`src/rtl/rsg_pkg.sv`:
```
// Shared types and constants for the replacement-selection run generator.
// No dependencies; every other file of the block uses it.
package rsg_pkg;

  localparam int VAL_W = 32;           // value width
  localparam int ENT_W = VAL_W + 1;    // store entry: run tag over value
  localparam int CFG_W = 6;            // heap_size register width
  localparam logic [CFG_W-1:0] HEAP_SIZE_RST = 6'd32;

  // sequencer states, one-hot
  typedef enum logic [4:0] {
    ST_IDLE = 5'b00001,
    ST_SCAN = 5'b00010,
    ST_MOVE = 5'b00100,
    ST_NEW  = 5'b01000,
    ST_EMIT = 5'b10000
  } state_t;

  // result of one minimum scan
  typedef struct packed {
    logic                    done;      // one-cycle pulse, fields below valid
    logic signed [VAL_W-1:0] best_val;  // smallest value of the current run
    logic [ENT_W-1:0]        last_ent;  // entry at the top of the packed store
  } scan_stat_t;

endpackage

```
`src/rtl/rsg_if.sv`:
```
// Valid/ready channel interfaces for the run generator: input words and result words.
// Depends on rsg_pkg.
interface rsg_in_if;
  logic                              valid;
  logic                              ready;
  logic signed [rsg_pkg::VAL_W-1:0]  in_value;
  logic                              is_last;

  modport source (output valid, in_value, is_last, input ready);
  modport sink   (input valid, in_value, is_last, output ready);
endinterface

interface rsg_out_if;
  logic                              valid;
  logic                              ready;
  logic signed [rsg_pkg::VAL_W-1:0]  out_value;
  logic                              run_end;
  logic                              burst_last;

  modport source (output valid, out_value, run_end, burst_last, input ready);
  modport sink   (input valid, out_value, run_end, burst_last, output ready);
endinterface

```
`src/rtl/replacement_selection_run_generator.sv`:
```
// Top level of the replacement-selection run generator: sequencer, counters,
// output register. Depends on rsg_pkg, rsg_if, rsg_store, rsg_scan.
//
//  channel  | dir | word fields                         | handshake
//  ---------+-----+-------------------------------------+--------------------
//  in_ch    | in  | in_value[31:0] signed, is_last      | valid/ready
//  out_ch   | out | out_value[31:0] signed, run_end,    | valid/ready
//           |     | burst_last                          |
//  cfg_*    | in  | cfg_wdata[5:0] = heap_size          | cfg_we, no stall
//
// Steps: a word that only fills the store is written to it as it is accepted.
// A word that replaces goes through its accept in the idle state, a scan through
// the single store read port and comparator, the store write states MOVE and NEW
// and the emit state. Each drained value goes through a scan of the values
// stored when it starts, MOVE and the emit state.
// Reset clears counters, run tag and heap_size (to 32); store contents are
// left as they are and never read before written.
// in_ch.ready is high only in the idle state. The sequencer holds in its emit
// state while the output register is full and not being taken.
module replacement_selection_run_generator #(
  parameter int CAPACITY = 32
) (
  input  logic                          clk,
  input  logic                          rst_n,
  input  logic                          cfg_we,
  input  logic [rsg_pkg::CFG_W-1:0]     cfg_wdata,
  rsg_in_if.sink                        in_ch,
  rsg_out_if.source                     out_ch
);

  localparam int CW = $clog2(CAPACITY + 1);
  localparam int IW = (CAPACITY > 1) ? $clog2(CAPACITY) : 1;
  localparam logic [rsg_pkg::CFG_W-1:0] CAP_SZ = rsg_pkg::CFG_W'(CAPACITY);

  rsg_pkg::state_t state_r, state_nxt;

  logic [rsg_pkg::CFG_W-1:0]         heap_size_r;
  logic [CW-1:0]                     cur_r, held_r;
  logic                              tag_r;
  logic                              drain_r;
  logic signed [rsg_pkg::VAL_W-1:0]  val_r;
  logic                              last_r;
  logic                              end_r, blast_r;

  logic                              out_valid_r;
  logic signed [rsg_pkg::VAL_W-1:0]  out_value_r;
  logic                              out_end_r, out_blast_r;

  // effective store size, clamped to 1..CAPACITY
  logic [rsg_pkg::CFG_W-1:0]         eff_sz;
  logic [CW-1:0]                     eff;
  logic [CW-1:0]                     total, n_m1;
  logic                              accept, fill, emit_fire;

  // store and scan hookup
  logic                              st_we;
  logic [IW-1:0]                     st_waddr;
  logic [rsg_pkg::ENT_W-1:0]         st_wdata;
  logic                              rd_en;
  logic [IW-1:0]                     rd_addr;
  logic [rsg_pkg::ENT_W-1:0]         rd_data;
  logic                              scan_start;
  rsg_pkg::scan_stat_t               scan;
  logic [IW-1:0]                     best_idx;

  // run bookkeeping after a take
  logic                              put, join_run;
  logic [CW-1:0]                     cur_a, held_a;

  always_comb begin
    if (heap_size_r == '0) begin
      eff_sz = rsg_pkg::CFG_W'(1);
    end else if (heap_size_r > CAP_SZ) begin
      eff_sz = CAP_SZ;
    end else begin
      eff_sz = heap_size_r;
    end
  end
  assign eff = eff_sz[CW-1:0];

  assign total     = cur_r + held_r;
  assign n_m1      = total - CW'(1);
  assign accept    = in_ch.valid && in_ch.ready;
  assign fill      = total < eff;
  assign emit_fire = (state_r == rsg_pkg::ST_EMIT) && (!out_valid_r || out_ch.ready);

  assign in_ch.ready = (state_r == rsg_pkg::ST_IDLE);

  // a new value stays in the run unless it is below the value just taken
  assign join_run = !(val_r < scan.best_val);
  assign put      = (state_r == rsg_pkg::ST_NEW);
  assign cur_a    = cur_r - CW'(1) + CW'(put && join_run);
  assign held_a   = held_r + CW'(put && !join_run);

  // sequencer
  always_comb begin
    state_nxt  = state_r;
    scan_start = 1'b0;
    case (state_r)
      rsg_pkg::ST_IDLE: begin
        if (accept && (!fill || in_ch.is_last)) begin
          state_nxt  = rsg_pkg::ST_SCAN;
          scan_start = 1'b1;
        end
      end
      rsg_pkg::ST_SCAN: begin
        if (scan.done) begin
          state_nxt = rsg_pkg::ST_MOVE;
        end
      end
      rsg_pkg::ST_MOVE: begin
        state_nxt = drain_r ? rsg_pkg::ST_EMIT : rsg_pkg::ST_NEW;
      end
      rsg_pkg::ST_NEW: begin
        state_nxt = rsg_pkg::ST_EMIT;
      end
      rsg_pkg::ST_EMIT: begin
        if (emit_fire) begin
          if (last_r && (total != '0)) begin
            state_nxt  = rsg_pkg::ST_SCAN;
            scan_start = 1'b1;
          end else begin
            state_nxt = rsg_pkg::ST_IDLE;
          end
        end
      end
      default: begin
        state_nxt = rsg_pkg::ST_IDLE;
      end
    endcase
  end

  // store write port: fill, move top entry into the hole, place new value
  always_comb begin
    st_we    = 1'b0;
    st_waddr = total[IW-1:0];
    st_wdata = {tag_r, in_ch.in_value};
    case (state_r)
      rsg_pkg::ST_IDLE: begin
        st_we = accept && fill;
      end
      rsg_pkg::ST_MOVE: begin
        st_we    = (CW'(best_idx) != n_m1);
        st_waddr = best_idx;
        st_wdata = scan.last_ent;
      end
      rsg_pkg::ST_NEW: begin
        st_we    = 1'b1;
        st_waddr = n_m1[IW-1:0];
        st_wdata = {(join_run ? tag_r : ~tag_r), val_r};
      end
      default: begin
        st_we = 1'b0;
      end
    endcase
  end

  always_ff @(posedge clk) begin
    if (!rst_n) begin
      state_r     <= rsg_pkg::ST_IDLE;
      heap_size_r <= rsg_pkg::HEAP_SIZE_RST;
      cur_r       <= '0;
      held_r      <= '0;
      tag_r       <= 1'b0;
      drain_r     <= 1'b0;
      out_valid_r <= 1'b0;
    end else begin
      state_r <= state_nxt;
      if (cfg_we) begin
        heap_size_r <= cfg_wdata;
      end
      if (accept) begin
        drain_r <= fill;           // fill+last goes straight to the drain
        if (fill) begin
          cur_r <= cur_r + CW'(1);
        end
      end
      if (emit_fire && last_r) begin
        drain_r <= 1'b1;
      end
      // take done: drain takes finish in MOVE, replacements in NEW
      if ((state_r == rsg_pkg::ST_MOVE && drain_r) || state_r == rsg_pkg::ST_NEW) begin
        if (cur_a == '0) begin
          cur_r  <= held_a;        // run over, held values start the next
          held_r <= '0;
          tag_r  <= ~tag_r;
        end else begin
          cur_r  <= cur_a;
          held_r <= held_a;
        end
      end
      if (emit_fire) begin
        out_valid_r <= 1'b1;
      end else if (out_ch.ready) begin
        out_valid_r <= 1'b0;
      end
    end
  end

  // payload registers
  always_ff @(posedge clk) begin
    if (accept) begin
      val_r  <= in_ch.in_value;
      last_r <= in_ch.is_last;
    end
    if ((state_r == rsg_pkg::ST_MOVE && drain_r) || state_r == rsg_pkg::ST_NEW) begin
      end_r   <= (cur_a == '0);
      blast_r <= !last_r || ((cur_a == '0) && (held_a == '0));
    end
    if (emit_fire) begin
      out_value_r <= scan.best_val;
      out_end_r   <= end_r;
      out_blast_r <= blast_r;
    end
  end

  assign out_ch.valid      = out_valid_r;
  assign out_ch.out_value  = out_value_r;
  assign out_ch.run_end    = out_end_r;
  assign out_ch.burst_last = out_blast_r;

  rsg_store #(
    .DEPTH (CAPACITY),
    .AW    (IW)
  ) u_store (
    .clk   (clk),
    .we    (st_we),
    .waddr (st_waddr),
    .wdata (st_wdata),
    .re    (rd_en),
    .raddr (rd_addr),
    .rdata (rd_data)
  );

  rsg_scan #(
    .CAPACITY (CAPACITY)
  ) u_scan (
    .clk      (clk),
    .rst_n    (rst_n),
    .start    (scan_start),
    .n        (total),
    .tag      (tag_r),
    .rd_en    (rd_en),
    .rd_addr  (rd_addr),
    .rd_data  (rd_data),
    .stat     (scan),
    .best_idx (best_idx)
  );

endmodule

```
`src/rtl/rsg_store.sv`:
```
// Value store: one write port, one registered read port.
// Depends on rsg_pkg.
module rsg_store #(
  parameter int DEPTH = 32,
  parameter int AW    = 5
) (
  input  logic                        clk,
  input  logic                        we,
  input  logic [AW-1:0]               waddr,
  input  logic [rsg_pkg::ENT_W-1:0]   wdata,
  input  logic                        re,
  input  logic [AW-1:0]               raddr,
  output logic [rsg_pkg::ENT_W-1:0]   rdata
);

  logic [rsg_pkg::ENT_W-1:0] mem [DEPTH];
  logic [rsg_pkg::ENT_W-1:0] rdata_r;

  always_ff @(posedge clk) begin
    if (we) begin
      mem[waddr] <= wdata;
    end
  end

  always_ff @(posedge clk) begin
    if (re) begin
      rdata_r <= mem[raddr];
    end
  end

  assign rdata = rdata_r;

endmodule

```
`src/rtl/rsg_scan.sv`:
```
// Minimum scan unit: walks the packed store one entry a cycle with a single
// signed comparator and keeps the smallest current-run entry. Depends on rsg_pkg.
module rsg_scan #(
  parameter  int CAPACITY = 32,
  localparam int CW = $clog2(CAPACITY + 1),
  localparam int IW = (CAPACITY > 1) ? $clog2(CAPACITY) : 1
) (
  input  logic                        clk,
  input  logic                        rst_n,
  input  logic                        start,
  input  logic [CW-1:0]               n,
  input  logic                        tag,
  output logic                        rd_en,
  output logic [IW-1:0]               rd_addr,
  input  logic [rsg_pkg::ENT_W-1:0]   rd_data,
  output rsg_pkg::scan_stat_t         stat,
  output logic [IW-1:0]               best_idx
);

  logic                              active_r;
  logic [CW-1:0]                     addr_r;
  logic                              pend_r;
  logic [IW-1:0]                     pend_idx_r;
  logic                              found_r;
  logic                              done_r;
  logic [IW-1:0]                     best_idx_r;
  logic signed [rsg_pkg::VAL_W-1:0]  best_val_r;
  logic [rsg_pkg::ENT_W-1:0]         last_ent_r;
  logic [CW-1:0]                     n_m1;
  logic signed [rsg_pkg::VAL_W-1:0]  ent_val;
  logic                              take;
  logic                              at_top;

  assign n_m1    = n - CW'(1);
  assign rd_en   = active_r;
  assign rd_addr = addr_r[IW-1:0];
  assign ent_val = $signed(rd_data[rsg_pkg::VAL_W-1:0]);
  assign take    = pend_r && (rd_data[rsg_pkg::ENT_W-1] == tag) &&
                   (!found_r || (ent_val < best_val_r));
  assign at_top  = (CW'(pend_idx_r) == n_m1);

  // control
  always_ff @(posedge clk) begin
    if (!rst_n) begin
      active_r <= 1'b0;
      pend_r   <= 1'b0;
      done_r   <= 1'b0;
      found_r  <= 1'b0;
      addr_r   <= '0;
    end else begin
      pend_r <= rd_en;
      done_r <= pend_r && at_top;
      if (start) begin
        active_r <= 1'b1;
        addr_r   <= '0;
        found_r  <= 1'b0;
      end else begin
        if (rd_en) begin
          addr_r <= addr_r + CW'(1);
          if (addr_r == n_m1) begin
            active_r <= 1'b0;
          end
        end
        if (take) begin
          found_r <= 1'b1;
        end
      end
    end
  end

  // datapath
  always_ff @(posedge clk) begin
    pend_idx_r <= rd_addr;
    if (take) begin
      best_val_r <= ent_val;
      best_idx_r <= pend_idx_r;
    end
    if (pend_r && at_top) begin
      last_ent_r <= rd_data;
    end
  end

  assign stat.done     = done_r;
  assign stat.best_val = best_val_r;
  assign stat.last_ent = last_ent_r;
  assign best_idx      = best_idx_r;

endmodule
```
`src/flat_wrapper.sv`:
```
// flat-port wrapper written by rule: the top's interface ports become plain ports
module replacement_selection_run_generator_flat 
#(
  parameter int CAPACITY = 32
)
  (clk, rst_n, cfg_we, cfg_wdata, in_ch_valid, in_ch_in_value, in_ch_is_last, in_ch_ready, out_ch_valid, out_ch_out_value, out_ch_run_end, out_ch_burst_last, out_ch_ready);
  rsg_in_if in_ch_i ();
  rsg_out_if out_ch_i ();
  input  logic clk;
  input  logic rst_n;
  input  logic cfg_we;
  input  logic [rsg_pkg::CFG_W-1:0] cfg_wdata;
  input wire logic [$bits(in_ch_i.valid)-1:0] in_ch_valid;
  input wire logic [$bits(in_ch_i.in_value)-1:0] in_ch_in_value;
  input wire logic [$bits(in_ch_i.is_last)-1:0] in_ch_is_last;
  output wire logic [$bits(in_ch_i.ready)-1:0] in_ch_ready;
  output wire logic [$bits(out_ch_i.valid)-1:0] out_ch_valid;
  output wire logic [$bits(out_ch_i.out_value)-1:0] out_ch_out_value;
  output wire logic [$bits(out_ch_i.run_end)-1:0] out_ch_run_end;
  output wire logic [$bits(out_ch_i.burst_last)-1:0] out_ch_burst_last;
  input wire logic [$bits(out_ch_i.ready)-1:0] out_ch_ready;
  assign in_ch_i.valid = in_ch_valid;
  assign in_ch_i.in_value = in_ch_in_value;
  assign in_ch_i.is_last = in_ch_is_last;
  assign in_ch_ready = in_ch_i.ready;
  assign out_ch_valid = out_ch_i.valid;
  assign out_ch_out_value = out_ch_i.out_value;
  assign out_ch_run_end = out_ch_i.run_end;
  assign out_ch_burst_last = out_ch_i.burst_last;
  assign out_ch_i.ready = out_ch_ready;
  replacement_selection_run_generator #(.CAPACITY(CAPACITY)) u_core (.clk(clk), .rst_n(rst_n), .cfg_we(cfg_we), .cfg_wdata(cfg_wdata), .in_ch(in_ch_i), .out_ch(out_ch_i));
endmodule
```
`config.mk`:
```
export PLATFORM = sky130hd
export DESIGN_NAME = replacement_selection_run_generator_flat
export DESIGN_NICKNAME = d
export VERILOG_FILES = /design/src/rtl/rsg_pkg.sv /design/src/rtl/rsg_if.sv /design/src/rtl/replacement_selection_run_generator.sv /design/src/rtl/rsg_store.sv /design/src/rtl/rsg_scan.sv /design/src/flat_wrapper.sv
export SDC_FILE = /design/constraint.sdc
export NUM_CORES = 2
export LEC_CHECK = 0
export BUFFER_PORTS_ARGS = -buffer_cell sky130_fd_sc_hd__buf_4
export CELL_PAD_IN_SITES_DETAIL_PLACEMENT = 1
export CELL_PAD_IN_SITES_GLOBAL_PLACEMENT = 1
export CORE_MARGIN = 2
export CORE_UTILIZATION = 33
export CTS_CLUSTER_SIZE = 28
export DETAILED_ROUTE_END_ITERATION = 6
export PLACE_DENSITY_LB_ADDON = 0.15
export SYNTH_ARGS = -nofsm -noshare
export SYNTH_HDL_FRONTEND = slang
export SYNTH_SLANG_ARGS = --single-unit
```
`constraint.sdc`:
```
create_clock -name clk -period 10 [get_ports clk]
set_input_delay 2 -clock clk [delete_from_list [all_inputs] [get_ports clk]]
set_output_delay 2 -clock clk [all_outputs]
set_load 0.02 [all_outputs]
```
==> flow_summary.toml <==
[status]
outcome = "finished clean"

[timing]
drv_slew = 0
setup_viol = 0
maxClockFrequency_ghz = 0.183
min_period_over_period_pct = 54.6
skew_ps = 24.5
worst_pin_slew_ps = 1310
fin_crit_ps = 5460
rsz0062_at_grt = "no"
hold_viol_final = 0
setup_tns_ps = 0
maxSlewHeadroom_pct = 12.5

[critical_path]
crit_chain = "ha_1 > o21a_1 > a21o_1 > a211oi_1 > nor2_1 > ha_1 > a21oi_1 > o21ai_0 > a21oi_1 > nand2_1 > a21oi_1 > o211ai_4 > nor2_4"
critPathSlowestCell = "nor2_4"
reg2reg_depth = 13
cpMostUsedCell = "a21oi_1"
slowest_delay_ps = 1050
worstPathMaxFanout = 33
startpoint_type = "flop"
critPathKind = "flop to flop"
cp-end-kind = "flop"
required_ps = 10380
arrival_ps = 5840

[logic_synthesis]
synth_area_per_cell_um2 = 21.1
syn-cell-area_um2 = 50100
ys_seq_elements = 1269
synth_nets = 2498
syn_inst = 2373
ys_seq_area_share_pct = 75.2
synth_cell_types = 74
synth_top_area_cell = "edfxtp_1"
synth-edff-count = 1228
synth_top_cell_area_share_pct = 73.5
netlist_top_cells_area = "edfxtp_1 74%, mux4_2 15%, ha_1 2.0%"
async_flop_share_pct = 0
ys.flop_type = "edfxtp_1"
yosysWarningCount = 0

[pwr]
p_per_area_nw_per_um2 = 220
p_leak_nw = 18.3
irDropWorstVdd_v = 0.000169

[die]
num_rows = 143
core_um2 = 151000
die_y_um = 394
fp.dieW_um = 394
ioPinCount = 80
initial_core_util_pct = 33.1
die_area_um2 = 155000

[clocking]
cts.clk_slew.worst_paths_ps = 60
cts_resized = 0
cts_root_buf = "clkbuf_16"
cts_tree = "done"
hold_buffers = 0
post-cts-setup-buffers = 0
cts_buffers = 141
cts_max_path_buffers = 3
cts.sinks = 1269
h-tree-depth = 4
clk_latency_ps = 790

[global_routing]
grt_max_degree = 129
antenna_found_initial = 4
grt_pass1_wl_um = 196000
grt_use_total_pct = 17.7
first_global_vias = 25700
gr-total-overflow = 0

[worst_hold_path]
hp-class = "flop to flop"
hold_depth = 0

[layout]
final_layout_size_suffix_gt1_share_pct = 28.9
layout.cells.non_filler = 4693
nNetsFinal = 2676
area_growth_pct = 16.1

[placed_design]
hpwl_um = 84000
port_buffers = 79
dp.cells = 4438
place_congestion = 0.769

[detailed_routing]
final_antenna_net_count = 0
drt_iter0_drc = 1674
via_per_inst = 5.08
routedWlPerCell_um = 28.9
drc = 0
drtPass1Iterations = 5
routed_wl_um = 136000
vias = 23800

[flow_run]
cap_violations = 0
flip-flops by register name, summed over array words and instances (netlist names), 5 cells and up:
name / count
u_core.u_store.rdata: 33
u_core.u_store.mem: 1056
u_core.u_scan.pend_idx_r: 5
u_core.u_scan.best_idx: 5
u_core.u_scan.addr_r: 6
u_core.held_r: 6
u_core.heap_size_r: 6
u_core.cur_r: 6
u_core.u_scan.best_val_r: 32
u_core.val_r: 32
u_core.out_ch.out_value: 32
u_core.u_scan.last_ent_r: 33
u_core.state_r: 5
per-stage QoR:
stage                     setup slack (ps)  power, mW  hold slack, ps  utilization [%]  area (µm²)
after floorplan                       3970       7.15             329                -       50100
after global placement                4150       7.79             414             35.4       53600
after detailed placement              4040       7.81             410             35.4       53600
after CTS                             4500       13.0             424             38.5       58200
after global routing                  4220       13.3             426             38.5       58200
final                                 4540       12.8             424             38.5       58200
kinds of logic after synthesis:
kind of cell	after synthesis	synth area share, %
muxes	370	15.7
DFF	1269	75.2
AOI/OAI and AO/OA	166	2.44
xor gates and xnor gates	39	0.766
and+or+nand+nor	294	2.67
adders and majority gates	81	2.04
buffers and inverters	154	1.21
per-layer routing:
metal | part of all wire (%) | up-vias | track usage [%]
li1 | - | 10200 | -
met1 | 43 | 12900 | 23.0
met2 | 50 | 481 | 29.9
met3 | 3.6 | 203 | 2.80
met4 | 3.3 | 0 | 6.32
met5 | 0 | - | 0
worst max-delay path: cells and delay by family (launching register included):
kind,cells,cell delay (ps)
adder cells (fa/ha/maj),2,700
AO/OA/AOI/OAI,8,2180
AND/OR/NAND/NOR,3,1590
flip-flops,1,550
layout make-up:
class | count | area (µm²)
Multi-Input combinational cell | 950 | 12100
Fill cell | 14500 | 93100
Clock buffer | 172 | 3690
Antenna cell | 2 | 5.00
Tap cell | 2030 | 2540
Sequential cell | 1269 | 37700
Clock inverter | 81 | 885
Inverter | 50 | 188
Timing Repair Buffer | 139 | 1080
final timing paths:
| check | start | end | slack [ps] |
|---|---|---|---|
| min | u_core.blast_r$_DFFE_PN_ | u_core.out_ch.burst_last$_DFFE_PP_ | 420 |
| max | u_core.cur_r[2]$_SDFFE_PN0P_ | u_core.u_store.mem[26][14]$_DFFE_PP_ | 4540 |
| min reg2reg | u_core.blast_r$_DFFE_PN_ | u_core.out_ch.burst_last$_DFFE_PP_ | 420 |
| max reg2reg | u_core.cur_r[2]$_SDFFE_PN0P_ | u_core.u_store.mem[26][14]$_DFFE_PP_ | 4540 |
cells in the final DEF (no fill, tap or decap), types with 4 or more instances in the layout:
cell type   instances
clkbuf_1           29
clkinvlp_4          5
nor3_1             11
nand2_2             4
xor2_1             17
dfxtp_4             4
nand3b_1            5
mux2_2             33
a22oi_1            32
edfxtp_1         1228
dfxtp_1            35
xnor2_1            18
clkinv_2           17
a21o_1             19
clkinv_8            8
o21ai_0            24
o211ai_4            4
nor2_4             33
a211oi_1            4
mux2i_1             7
inv_1              49
nand2_1           119
clkbuf_16         143
nor2_1             56
inv_6               4
nor3b_1             5
bufinv_16          15
mux4_2            330
nand3_1            10
ha_1               80
buf_4             136
and2_1              5
nand4_1            16
nand2b_1            7
a21oi_1            38
clkinv_1           29
cell usage after synthesis (10+ instances only):
| master | n |
|---|---|
| a21o_1 | 19 |
| a21oi_1 | 39 |
| a22oi_1 | 32 |
| buf_1 | 17 |
| buf_2 | 17 |
| clkbuf_1 | 69 |
| dfxtp_1 | 41 |
| edfxtp_1 | 1228 |
| ha_1 | 80 |
| inv_1 | 50 |
| mux2_2 | 33 |
| mux4_2 | 330 |
| nand2_1 | 123 |
| nand3_1 | 10 |
| nand4_1 | 16 |
| nor2_1 | 89 |
| nor3_1 | 11 |
| o21ai_0 | 24 |
| xnor2_1 | 18 |
| xor2_1 | 17 |
power breakdown:
| part | switching, mW | leakage [nW] | internal [mW] |
|---|---|---|---|
| Combinational | 0.906 | 4.63 | 0.612 |
| Clock | 2.15 | 2.21 | 3.02 |
| Sequential | 0.101 | 11.4 | 6.03 |
Note: power is estimated with default switching activity, not from simulation.
